`src/hw/rtl/i2cram_pkg.sv`:
```
// ----------------------------------------------------------------------------
// i2cram_pkg
// Shared types and constants for the I2C register access master.
// ----------------------------------------------------------------------------
package i2cram_pkg;

    // Register indexes on the configuration channel
    localparam logic [1:0] CFG_PHASE_TICKS    = 2'd0;
    localparam logic [1:0] CFG_DEVICE_ADDRESS = 2'd1;
    localparam logic [1:0] CFG_ACK_TIMEOUT    = 2'd2;

    // Register reset values
    localparam logic [9:0] PHASE_TICKS_RST    = 10'd2;
    localparam logic [6:0] DEVICE_ADDRESS_RST = 7'd56;
    localparam logic [7:0] ACK_TIMEOUT_RST    = 8'd250;

    // Opcodes
    localparam logic OP_WRITE = 1'b0;
    localparam logic OP_READ  = 1'b1;

    // Bus phases; the four byte-send groups each hold four sub-phases
    // (data low, data high, ack low, ack high) in consecutive codes.
    typedef enum logic [4:0] {
        PH_IDLE, PH_ST_A, PH_ST_B, PH_RS_L, PH_RS_A, PH_RS_B,
        PH_AW_0, PH_AW_1, PH_AW_2, PH_AW_3,
        PH_RG_0, PH_RG_1, PH_RG_2, PH_RG_3,
        PH_DT_0, PH_DT_1, PH_DT_2, PH_DT_3,
        PH_AR_0, PH_AR_1, PH_AR_2, PH_AR_3,
        PH_RX_L, PH_RX_H, PH_MA_L, PH_MA_H,
        PH_SP_L, PH_SP_H, PH_SP_E, PH_SE_L, PH_SE_H, PH_SE_E
    } phase_t;

    // Send group kinds
    localparam logic [1:0] KIND_ADDR_W = 2'd0;
    localparam logic [1:0] KIND_REG    = 2'd1;
    localparam logic [1:0] KIND_DATA   = 2'd2;
    localparam logic [1:0] KIND_ADDR_R = 2'd3;

    // One input tick item
    typedef struct packed {
        logic       start_cmd;
        logic       opcode;
        logic [7:0] reg_addr;
        logic [7:0] byte_count;
        logic [7:0] wr_data;
        logic       sda_in;
    } item_t;

    // One result item
    typedef struct packed {
        logic       scl;
        logic       sda_pull_low;
        logic [7:0] rd_data;
        logic       rd_valid;
        logic       wr_data_taken;
        logic       busy_res;
        logic       done_res;
        logic       error;
    } result_t;

    // Configuration register set
    typedef struct packed {
        logic [9:0] phase_ticks;
        logic [6:0] device_address;
        logic [7:0] ack_timeout;
    } cfg_t;

endpackage

```
`src/hw/rtl/i2cram_front.sv`:
```
// ----------------------------------------------------------------------------
// i2cram_front
// Input side: unpacks stream items and holds them in a two-entry queue.
// ----------------------------------------------------------------------------
module i2cram_front
(
    input  logic                clk,
    input  logic                rst_n,
    input  logic                s_tvalid,
    output logic                s_tready,
    input  logic [31:0]         s_tdata,   // start_cmd, reg_addr, byte_count, wr_data, sda_in
    input  logic                s_tuser,   // opcode
    output logic                q_valid,
    input  logic                q_pop,
    output i2cram_pkg::item_t   q_item
);
    import i2cram_pkg::*;

    item_t      store_reg [2];
    logic       wr_ptr_reg;
    logic       rd_ptr_reg;
    logic [1:0] count_reg;
    item_t      in_item;
    logic       push;
    logic       pop;

    // Field unpacking
    always_comb
    begin
        in_item.start_cmd  = s_tdata[0];
        in_item.opcode     = s_tuser;
        in_item.reg_addr   = s_tdata[8:1];
        in_item.byte_count = s_tdata[16:9];
        in_item.wr_data    = s_tdata[24:17];
        in_item.sda_in     = s_tdata[25];
    end

    assign s_tready = (count_reg != 2'd2);
    assign push     = s_tvalid && s_tready;
    assign q_valid  = (count_reg != 2'd0);
    assign pop      = q_pop && q_valid;
    assign q_item   = store_reg[rd_ptr_reg];

    // Queue storage
    always_ff @(posedge clk)
    begin
        if (push)
        begin
            store_reg[wr_ptr_reg] <= in_item;
        end
    end

    // Queue pointers
    always_ff @(posedge clk or negedge rst_n)
    begin
        if (!rst_n)
        begin
            wr_ptr_reg <= 1'b0;
            rd_ptr_reg <= 1'b0;
            count_reg  <= 2'd0;
        end
        else
        begin
            if (push)
            begin
                wr_ptr_reg <= !wr_ptr_reg;
            end
            if (pop)
            begin
                rd_ptr_reg <= !rd_ptr_reg;
            end
            case ({push, pop})
                2'b10:   count_reg <= count_reg + 2'd1;
                2'b01:   count_reg <= count_reg - 2'd1;
                default: count_reg <= count_reg;
            endcase
        end
    end

endmodule

```
`src/hw/rtl/i2cram_engine.sv`:
```
// ----------------------------------------------------------------------------
// i2cram_engine
// Bus phase engine: advances the I2C sequence one tick per item and holds
// the result in an output register.
// ----------------------------------------------------------------------------
module i2cram_engine
(
    input  logic                clk,
    input  logic                rst_n,
    input  i2cram_pkg::cfg_t    cfg,
    input  logic                in_valid,
    output logic                in_ready,
    input  i2cram_pkg::item_t   in_item,
    output logic                out_valid,
    input  logic                out_ready,
    output i2cram_pkg::result_t out_result
);
    import i2cram_pkg::*;

    phase_t     phase_reg,   phase_next;
    logic [9:0] tick_reg,    tick_next;
    logic [3:0] bit_reg,     bit_next;
    logic [7:0] shift_reg,   shift_next;
    logic [7:0] left_reg,    left_next;
    logic [7:0] wait_reg,    wait_next;
    logic       opcode_reg,  opcode_next;
    logic [7:0] regsel_reg,  regsel_next;

    logic       out_valid_reg;
    result_t    out_reg;
    result_t    res;
    logic       in_fire;
    logic       taken;
    logic       rdv;
    logic [7:0] rdd;
    logic       done;
    logic       err;
    logic [9:0] pt;
    logic [4:0] sv;
    logic [4:0] off;
    logic [1:0] kind;
    logic [1:0] sub;
    logic       is_tx;
    logic [4:0] nv;
    logic [4:0] noff;

    assign in_ready   = !out_valid_reg || out_ready;
    assign in_fire    = in_valid && in_ready;
    assign out_valid  = out_valid_reg;
    assign out_result = out_reg;

    // Decode of the current phase
    assign pt    = (cfg.phase_ticks == 10'd0) ? 10'd1 : cfg.phase_ticks;
    assign sv    = phase_reg;
    assign off   = sv - 5'(PH_AW_0);
    assign kind  = off[3:2];
    assign sub   = off[1:0];
    assign is_tx = (sv >= 5'(PH_AW_0)) && (sv < 5'(PH_RX_L));

    // Next state
    always_comb
    begin
        phase_next  = phase_reg;
        tick_next   = tick_reg;
        bit_next    = bit_reg;
        shift_next  = shift_reg;
        left_next   = left_reg;
        wait_next   = wait_reg;
        opcode_next = opcode_reg;
        regsel_next = regsel_reg;
        taken       = 1'b0;
        rdv         = 1'b0;
        rdd         = 8'd0;
        done        = 1'b0;
        err         = 1'b0;
        if (in_fire)
        begin
            if (phase_reg == PH_IDLE)
            begin
                tick_next = 10'd0;
                if (in_item.start_cmd)
                begin
                    opcode_next = in_item.opcode;
                    regsel_next = in_item.reg_addr;
                    left_next   = (in_item.opcode == OP_READ && in_item.byte_count == 8'd0)
                                  ? 8'd1 : in_item.byte_count;
                    bit_next    = 4'd0;
                    wait_next   = 8'd0;
                    shift_next  = 8'd0;
                    phase_next  = PH_ST_A;
                end
            end
            else if ({1'b0, tick_reg} + 11'd1 < {1'b0, pt})
            begin
                tick_next = tick_reg + 10'd1;
            end
            else
            begin
                tick_next = 10'd0;
                if (is_tx)
                begin
                    // Byte send: data bit phases, then the ACK slot
                    if (sub == 2'd0 || sub == 2'd2)
                    begin
                        phase_next = phase_t'(sv + 5'd1);
                    end
                    else if (sub == 2'd1)
                    begin
                        if (bit_reg >= 4'd7)
                        begin
                            phase_next = phase_t'(sv + 5'd1);
                            wait_next  = 8'd0;
                        end
                        else
                        begin
                            bit_next   = bit_reg + 4'd1;
                            shift_next = {shift_reg[6:0], 1'b0};
                            phase_next = phase_t'(sv - 5'd1);
                        end
                    end
                    else if (in_item.sda_in)
                    begin
                        if (wait_reg >= cfg.ack_timeout)
                        begin
                            phase_next = PH_SE_L;
                        end
                        else
                        begin
                            wait_next = wait_reg + 8'd1;
                        end
                    end
                    else if (kind == KIND_ADDR_W)
                    begin
                        phase_next = PH_RG_0;
                        shift_next = regsel_reg;
                        bit_next   = 4'd0;
                    end
                    else if (kind == KIND_ADDR_R)
                    begin
                        phase_next = PH_RX_L;
                        bit_next   = 4'd0;
                        shift_next = 8'd0;
                    end
                    else if (kind == KIND_REG && opcode_reg == OP_READ)
                    begin
                        phase_next = PH_RS_L;
                    end
                    else if (left_reg != 8'd0)
                    begin
                        phase_next = PH_DT_0;
                        shift_next = in_item.wr_data;
                        bit_next   = 4'd0;
                        left_next  = left_reg - 8'd1;
                        taken      = 1'b1;
                    end
                    else
                    begin
                        phase_next = PH_SP_L;
                    end
                end
                else
                begin
                    case (phase_reg)
                        PH_ST_A: phase_next = PH_ST_B;
                        PH_ST_B:
                        begin
                            phase_next = PH_AW_0;
                            shift_next = {cfg.device_address, 1'b0};
                            bit_next   = 4'd0;
                        end
                        PH_RS_L: phase_next = PH_RS_A;
                        PH_RS_A: phase_next = PH_RS_B;
                        PH_RS_B:
                        begin
                            phase_next = PH_AR_0;
                            shift_next = {cfg.device_address, 1'b1};
                            bit_next   = 4'd0;
                        end
                        PH_RX_L: phase_next = PH_RX_H;
                        PH_RX_H:
                        begin
                            // Sample on the last tick of SCL high
                            shift_next = {shift_reg[6:0], in_item.sda_in};
                            if (bit_reg >= 4'd7)
                            begin
                                if (left_reg != 8'd0)
                                begin
                                    left_next = left_reg - 8'd1;
                                end
                                rdv        = 1'b1;
                                rdd        = {shift_reg[6:0], in_item.sda_in};
                                phase_next = PH_MA_L;
                            end
                            else
                            begin
                                bit_next   = bit_reg + 4'd1;
                                phase_next = PH_RX_L;
                            end
                        end
                        PH_MA_L: phase_next = PH_MA_H;
                        PH_MA_H:
                        begin
                            if (left_reg != 8'd0)
                            begin
                                phase_next = PH_RX_L;
                                bit_next   = 4'd0;
                                shift_next = 8'd0;
                            end
                            else
                            begin
                                phase_next = PH_SP_L;
                            end
                        end
                        PH_SP_L: phase_next = PH_SP_H;
                        PH_SP_H: phase_next = PH_SP_E;
                        PH_SE_L: phase_next = PH_SE_H;
                        PH_SE_H: phase_next = PH_SE_E;
                        PH_SP_E:
                        begin
                            done       = 1'b1;
                            phase_next = PH_IDLE;
                        end
                        PH_SE_E:
                        begin
                            done       = 1'b1;
                            err        = 1'b1;
                            phase_next = PH_IDLE;
                        end
                        default: phase_next = PH_IDLE;
                    endcase
                end
            end
        end
    end

    // Bus drive and result fields from the updated state
    assign nv   = phase_next;
    assign noff = nv - 5'(PH_AW_0);

    always_comb
    begin
        res.scl           = 1'b1;
        res.sda_pull_low  = 1'b0;
        res.rd_data       = rdd;
        res.rd_valid      = rdv;
        res.wr_data_taken = taken;
        res.busy_res      = (phase_next != PH_IDLE);
        res.done_res      = done;
        res.error         = done && err;
        if (nv >= 5'(PH_AW_0) && nv < 5'(PH_RX_L))
        begin
            res.scl = noff[0];
            if (!noff[1])
            begin
                res.sda_pull_low = !shift_next[7];
            end
        end
        else
        begin
            case (phase_next)
                PH_ST_B, PH_RS_B, PH_SP_H, PH_SE_H:
                begin
                    res.sda_pull_low = 1'b1;
                end
                PH_RS_L, PH_RX_L:
                begin
                    res.scl = 1'b0;
                end
                PH_SP_L, PH_SE_L:
                begin
                    res.scl          = 1'b0;
                    res.sda_pull_low = 1'b1;
                end
                PH_MA_L:
                begin
                    res.scl          = 1'b0;
                    res.sda_pull_low = (left_next != 8'd0);
                end
                PH_MA_H:
                begin
                    res.sda_pull_low = (left_next != 8'd0);
                end
                default:
                begin
                    res.scl = 1'b1;
                end
            endcase
        end
    end

    // Sequence state
    always_ff @(posedge clk or negedge rst_n)
    begin
        if (!rst_n)
        begin
            phase_reg  <= PH_IDLE;
            tick_reg   <= 10'd0;
            bit_reg    <= 4'd0;
            shift_reg  <= 8'd0;
            left_reg   <= 8'd0;
            wait_reg   <= 8'd0;
            opcode_reg <= 1'b0;
            regsel_reg <= 8'd0;
        end
        else
        begin
            phase_reg  <= phase_next;
            tick_reg   <= tick_next;
            bit_reg    <= bit_next;
            shift_reg  <= shift_next;
            left_reg   <= left_next;
            wait_reg   <= wait_next;
            opcode_reg <= opcode_next;
            regsel_reg <= regsel_next;
        end
    end

    // Output register valid
    always_ff @(posedge clk or negedge rst_n)
    begin
        if (!rst_n)
        begin
            out_valid_reg <= 1'b0;
        end
        else if (in_fire)
        begin
            out_valid_reg <= 1'b1;
        end
        else if (out_ready)
        begin
            out_valid_reg <= 1'b0;
        end
    end

    // Output register payload
    always_ff @(posedge clk)
    begin
        if (in_fire)
        begin
            out_reg <= res;
        end
    end

endmodule

```
`src/hw/rtl/i2c_register_access_master_core.sv`:
```
// ----------------------------------------------------------------------------
// i2c_register_access_master_core
// I2C master running register writes and reads, one bus tick per item.
// ----------------------------------------------------------------------------
// Usage:
//   Each slave-side item is one timing tick: sampled SDA plus an optional
//   start command (opcode in tuser, register, byte count, write data).
//   Each tick gives exactly one master-side item carrying SCL, the SDA
//   pull-low drive, read data strobes, write data take strobes and
//   busy/done/error status after that tick.
//   An item's result passes through the two-entry input queue and then
//   the output register before it is offered on the master side.
//   The block takes one item per clock while the master side is not
//   stalled; the phase engine updates its state once per item, and the
//   output register takes a new result in the same cycle that the
//   previous one is accepted.
//   A stalled master side holds its result; the input queue fills and
//   then drops s_tready until the result is taken.
//   Configuration writes (phase_ticks, device_address, ack_timeout) are
//   taken every cycle and should only be issued while idle.
//   Reset returns the engine to idle with the bus released and restores
//   phase_ticks 2, device_address 56, ack_timeout 250.
// ----------------------------------------------------------------------------
module i2c_register_access_master_core
(
    input  logic        clk,
    input  logic        rst_n,
    // slave side
    input  logic        s_tvalid,
    output logic        s_tready,
    input  logic [31:0] s_tdata,   // [0] start_cmd, [8:1] reg_addr, [16:9] byte_count,
                                   // [24:17] wr_data, [25] sda_in
    input  logic        s_tuser,   // [0] opcode
    // master side
    output logic        m_tvalid,
    input  logic        m_tready,
    output logic [15:0] m_tdata,   // [0] scl, [1] sda_pull_low, [9:2] rd_data, [10] rd_valid,
                                   // [11] wr_data_taken, [12] busy_res, [13] done_res,
                                   // [14] error
    // configuration
    input  logic        cfg_valid,
    output logic        cfg_ready,
    input  logic [1:0]  cfg_index,
    input  logic [9:0]  cfg_data
);
    import i2cram_pkg::*;

    cfg_t    cfg_reg;
    item_t   q_item;
    logic    q_valid;
    logic    q_pop;
    result_t res;

    assign cfg_ready = 1'b1;

    // Configuration registers
    always_ff @(posedge clk or negedge rst_n)
    begin
        if (!rst_n)
        begin
            cfg_reg.phase_ticks    <= PHASE_TICKS_RST;
            cfg_reg.device_address <= DEVICE_ADDRESS_RST;
            cfg_reg.ack_timeout    <= ACK_TIMEOUT_RST;
        end
        else if (cfg_valid && cfg_ready)
        begin
            case (cfg_index)
                CFG_PHASE_TICKS:    cfg_reg.phase_ticks    <= cfg_data;
                CFG_DEVICE_ADDRESS: cfg_reg.device_address <= cfg_data[6:0];
                CFG_ACK_TIMEOUT:    cfg_reg.ack_timeout    <= cfg_data[7:0];
                default:            cfg_reg                <= cfg_reg;
            endcase
        end
    end

    // Input queue
    i2cram_front u_front
    (
        .clk      (clk),
        .rst_n    (rst_n),
        .s_tvalid (s_tvalid),
        .s_tready (s_tready),
        .s_tdata  (s_tdata),
        .s_tuser  (s_tuser),
        .q_valid  (q_valid),
        .q_pop    (q_pop),
        .q_item   (q_item)
    );

    // Phase engine
    i2cram_engine u_engine
    (
        .clk        (clk),
        .rst_n      (rst_n),
        .cfg        (cfg_reg),
        .in_valid   (q_valid),
        .in_ready   (q_pop),
        .in_item    (q_item),
        .out_valid  (m_tvalid),
        .out_ready  (m_tready),
        .out_result (res)
    );

    // Result packing
    assign m_tdata = {1'b0, res.error, res.done_res, res.busy_res, res.wr_data_taken,
                      res.rd_valid, res.rd_data, res.sda_pull_low, res.scl};

    // An empty output register means the input queue is not full
    a_empty_out_ready: assert property (@(posedge clk) disable iff (!rst_n)
        !m_tvalid |-> s_tready)
        else $error("input queue full while output register empty");

    // The end of a transaction never reports busy
    a_done_not_busy: assert property (@(posedge clk) disable iff (!rst_n)
        (m_tvalid && m_tdata[13]) |-> !m_tdata[12])
        else $error("done reported while still busy");

    // Errors only come with done
    a_error_with_done: assert property (@(posedge clk) disable iff (!rst_n)
        (m_tvalid && m_tdata[14]) |-> m_tdata[13])
        else $error("error without done");

    // Data strobes only inside a transaction
    a_strobe_busy: assert property (@(posedge clk) disable iff (!rst_n)
        (m_tvalid && (m_tdata[10] || m_tdata[11])) |-> m_tdata[12])
        else $error("data strobe while idle");

endmodule
```
`config.mk`:
```
export PLATFORM = sky130hd
export DESIGN_NAME = i2c_register_access_master_core
export DESIGN_NICKNAME = d
export VERILOG_FILES = /design/src/hw/rtl/i2cram_pkg.sv /design/src/hw/rtl/i2cram_front.sv /design/src/hw/rtl/i2cram_engine.sv /design/src/hw/rtl/i2c_register_access_master_core.sv
export SDC_FILE = /design/constraint.sdc
export NUM_CORES = 1
export LEC_CHECK = 0
export CORE_MARGIN = 1.5
export CORE_UTILIZATION = 35
export DETAILED_ROUTE_END_ITERATION = 7
export DONT_BUFFER_PORTS = 1
export GPL_TIMING_DRIVEN = 0
export PLACE_DENSITY_LB_ADDON = 0.05
export SLEW_MARGIN = 25
export SYNTH_ARGS = -nofsm -noshare
export SYNTH_HDL_FRONTEND = slang
export SYNTH_SLANG_ARGS = --single-unit
```
`constraint.sdc`:
```
create_clock -name clk -period 7.2 [get_ports clk]
set_input_delay 1.44 -clock clk [delete_from_list [all_inputs] [get_ports clk]]
set_output_delay 1.44 -clock clk [all_outputs]
set_load 0.01 [all_outputs]
```
==> impl_metrics.csv <==
group,metric,value,unit
status,status,"finished, final reports clean",
die,design.core.area,23300,sq um
clock_network,insertion_delay,0.42,ns
clock_network,cts_setup_buffers,0,
power,pwr-share-seq,0.370,
setup_path,crit_path_start_kind,"register",
cells_and_area,drive_gt1_frac,0.145,
route,routed_wl,23200,microns
setup_path,path_max_fanout,10,
yosys,syn_inst,779,
cells_and_area,postLayoutCoreUtil,0.399,
power,ir_drop,144,uV
power,switching_share,0.406,
clock_network,cts_max_path_buffers,2,
yosys,yosysWarnings,0,
sta,period_share,0.687,
setup_path,crit_type,"reg2reg",
sta,worst_pin_slew,1.07,ns
clock_network,clkSlewWorstSetupHoldPaths,0.07,ns
yosys,synth_area_leader_cell,"edfxtp_1",
cells_and_area,nets,883,
power,intPower,2060,uW
yosys,yosys_most_used_dff,"dfrtp_1",
power,combPwrFrac,0.374,
clock_network,cts_tree,"built",
die,std_cell_rows,56,
power,p_leak,0.00376,uW
clock_network,hold_buffers,0,
global_route,grt_start_max_net_pins,83,
die,die_area,24600,sq um
yosys,yosysSeqAreaShare,0.500,
power,p_per_area,373,nW/um^2
cells_and_area,n_antenna_cell,0,
clock_network,cts_made_buffers,17,
global_route,use_met1,0.262,
sta,max_freq,202,MHz
setup_path,arrival,5.12,ns
route,drtIter0Drc,471,
clock_network,post_cts_resized,0,
placed_design,io_buffers,0,
run,drv_cap,0,
sta,maxSlewViolCount,0,
die,die_w,157,microns
placed_design,gp_congestion,0.849,
yosys,syn_area_per_cell,10.6,sq um
power,pwr-share-clk,0.256,
route,num_vias,6266,
die,start_util,0.355,
sta,rsz0062_at_grt,"false",
power,switchingPower,1410,uW
die,pin_count,69,
yosys,synth_edf_count,69,
setup_path,r2r_cells,17,
worst_hold_path,hold_class,"reg2reg",
yosys,netlist_top_cells_area,"edfxtp_1 (25%), dfrtp_1 (22%), ha_1 (5.1%), mux2_2 (4.9%), o21ai_0 (4.0%)",
setup_path,required,7.37,ns
global_route,grt.busiest_layer,"met2",
route,routedWlPerCell,20.5,microns
yosys,synth-async-reset-ratio,0.543,
placed_design,dp_cells,1099,
yosys,syn_nets,863,
global_route,grt_antenna_before_repair,0,
global_route,overflow,0,
placed_design,post-dp-hpwl,17100,microns
sta,max_slew_margin,0.279,
route,vias_per_cell,5.54,
yosys,netlist_area,8280,sq um
global_route,met2_usage,0.322,
sta,setup_viol,0,
yosys,synth_cell_type_count,77,
yosys,ys_ff_latch,151,
global_route,grt_pass1_vias,6362,
clock_network,htreeDepth,4,
cells_and_area,fin_cells,1131,
yosys,yosysTopAreaCellShare,0.250,
sta,fin_worst_skew,0.0103,ns
cells_and_area,final_cell_mix,"dfrtp_1 (72), edfxtp_1 (69), o21ai_0 (66)",
route,ant_nets,0,
global_route,grt_pass1_wl,36800,microns
sta,finalHoldViolCount,0,
worst_hold_path,hold-path-cell-count,2,
clock_network,clockRootBuffer,"clkbuf_16",
cells_and_area,largest_reg_flops,54,
setup_path,crit_path_end_kind,"register",
sta,period_minus_slack,4.94,ns
cells_and_area,layout_commonest_cell,"dfrtp_1",
cells_and_area,syn_to_final_growth,12.4,%
route,drc,0,
global_route,grt_usage,0.198,
route,drt_pass1_iterations,5,
sta,final.setup.tns,0,ns
clock_network,cts_sinks,151,
global_route,met3_usage,0.0435,
die,die_y,157,microns
cells in the mapped netlist (17+ instances only):
master,instances
a21oi_1,35
and3_1,27
dfrtp_1,72
edfxtp_1,69
ha_1,34
inv_1,35
mux2_2,36
mux2i_1,18
nand2_1,64
nand3_1,22
nor2_1,45
nor3_1,17
o21ai_0,66
metrics by stage:
| step | power [uW] | hold WS, ns | instance area (sq um) | setup slack, ns |
|---|---|---|---|---|
| CTS | 3490 | 0.487 | 9310 | 2.22 |
| global route | 3680 | 0.530 | 9310 | 1.88 |
| floorplan | 2160 | 0.450 | 8280 | 3.34 |
| global placement | 2570 | 0.469 | 8680 | 2.27 |
| detailed placement | 2590 | 0.471 | 8710 | 2.25 |
| finish | 3470 | 0.486 | 9310 | 2.26 |
kinds of logic after synthesis:
group                      Yosys count  synth area share
xor gates and xnor gates            21            0.0222
adders and majority gates           35            0.0527
other                                2          0.000907
DFF                                151             0.500
buffers and inverters               73            0.0408
muxes                               54            0.0707
AOI/OAI and AO/OA                  207             0.167
and+or+nand+nor                    236             0.146
layout make-up:
| cell class | count | area (sq um) |
|---|---|---|
| multi-input cells | 555 | 3820 |
| fillers | 2305 | 14000 |
| clock buffers | 18 | 439 |
| repair buffers | 1 | 20.0 |
| plain buffers | 36 | 199 |
| flip-flops and latches | 151 | 4140 |
| inverters | 37 | 139 |
| well taps | 319 | 399 |
| clock inverters | 14 | 158 |
path summary, 6_finish.rpt:
check / startpoint / slack, ns / to
max in group asynchronous: rst_n / 6.28 / cfg_reg[16]$_DFFE_PN1P_
min: u_engine.regsel_reg[4]$_DFFE_PN0P_ / 0.49 / u_engine.regsel_reg[4]$_DFFE_PN0P_
max reg2reg: u_engine.tick_reg[2]$_DFFE_PN0P_ / 2.26 / u_engine.out_result[13]$_DFFE_PP_
min in group asynchronous: rst_n / 0.71 / cfg_reg[0]$_DFFE_PN0P_
min reg2reg: u_engine.regsel_reg[4]$_DFFE_PN0P_ / 0.49 / u_engine.regsel_reg[4]$_DFFE_PN0P_
max: u_engine.tick_reg[2]$_DFFE_PN0P_ / 2.26 / u_engine.out_result[13]$_DFFE_PP_
routing by layer:
layer / wire (microns) / share of wire
met1: 10700 / 0.46
met2: 10900 / 0.47
met3: 1360 / 0.058
met4: 325 / 0.014
met5: 0 / 0
worst max-delay path, stage by stage (launching register included):
cell and delay, ns:
dfrtp_1 0.42, nand3_1 0.16, inv_1 0.10, and3_1 0.22
and3_1 0.19, and3_1 0.17, xor2_1 0.24, ha_1 0.31
nand3_1 0.12, nor2_1 0.06, a2111oi_2 0.56, nand2_1 0.46
nand2_1 0.29, o21a_1 0.29, inv_1 0.20, nor4_1 0.34
nand3_1 0.18, a221o_1 0.36
power groups by stage:
| stage | Combinational, uW | Sequential, uW | Clock [uW] |
|---|---|---|---|
| 2_1_floorplan | 905 | 1260 | 0 |
| 3_3_place_gp | 1270 | 1300 | 0 |
| 3_5_place_dp | 1290 | 1300 | 0 |
| 4_1_cts | 1300 | 1280 | 912 |
| 5_1_grt | 1430 | 1310 | 943 |
| 6_report | 1300 | 1280 | 891 |
No activity file was read; power rests on OpenSTA's default activity.
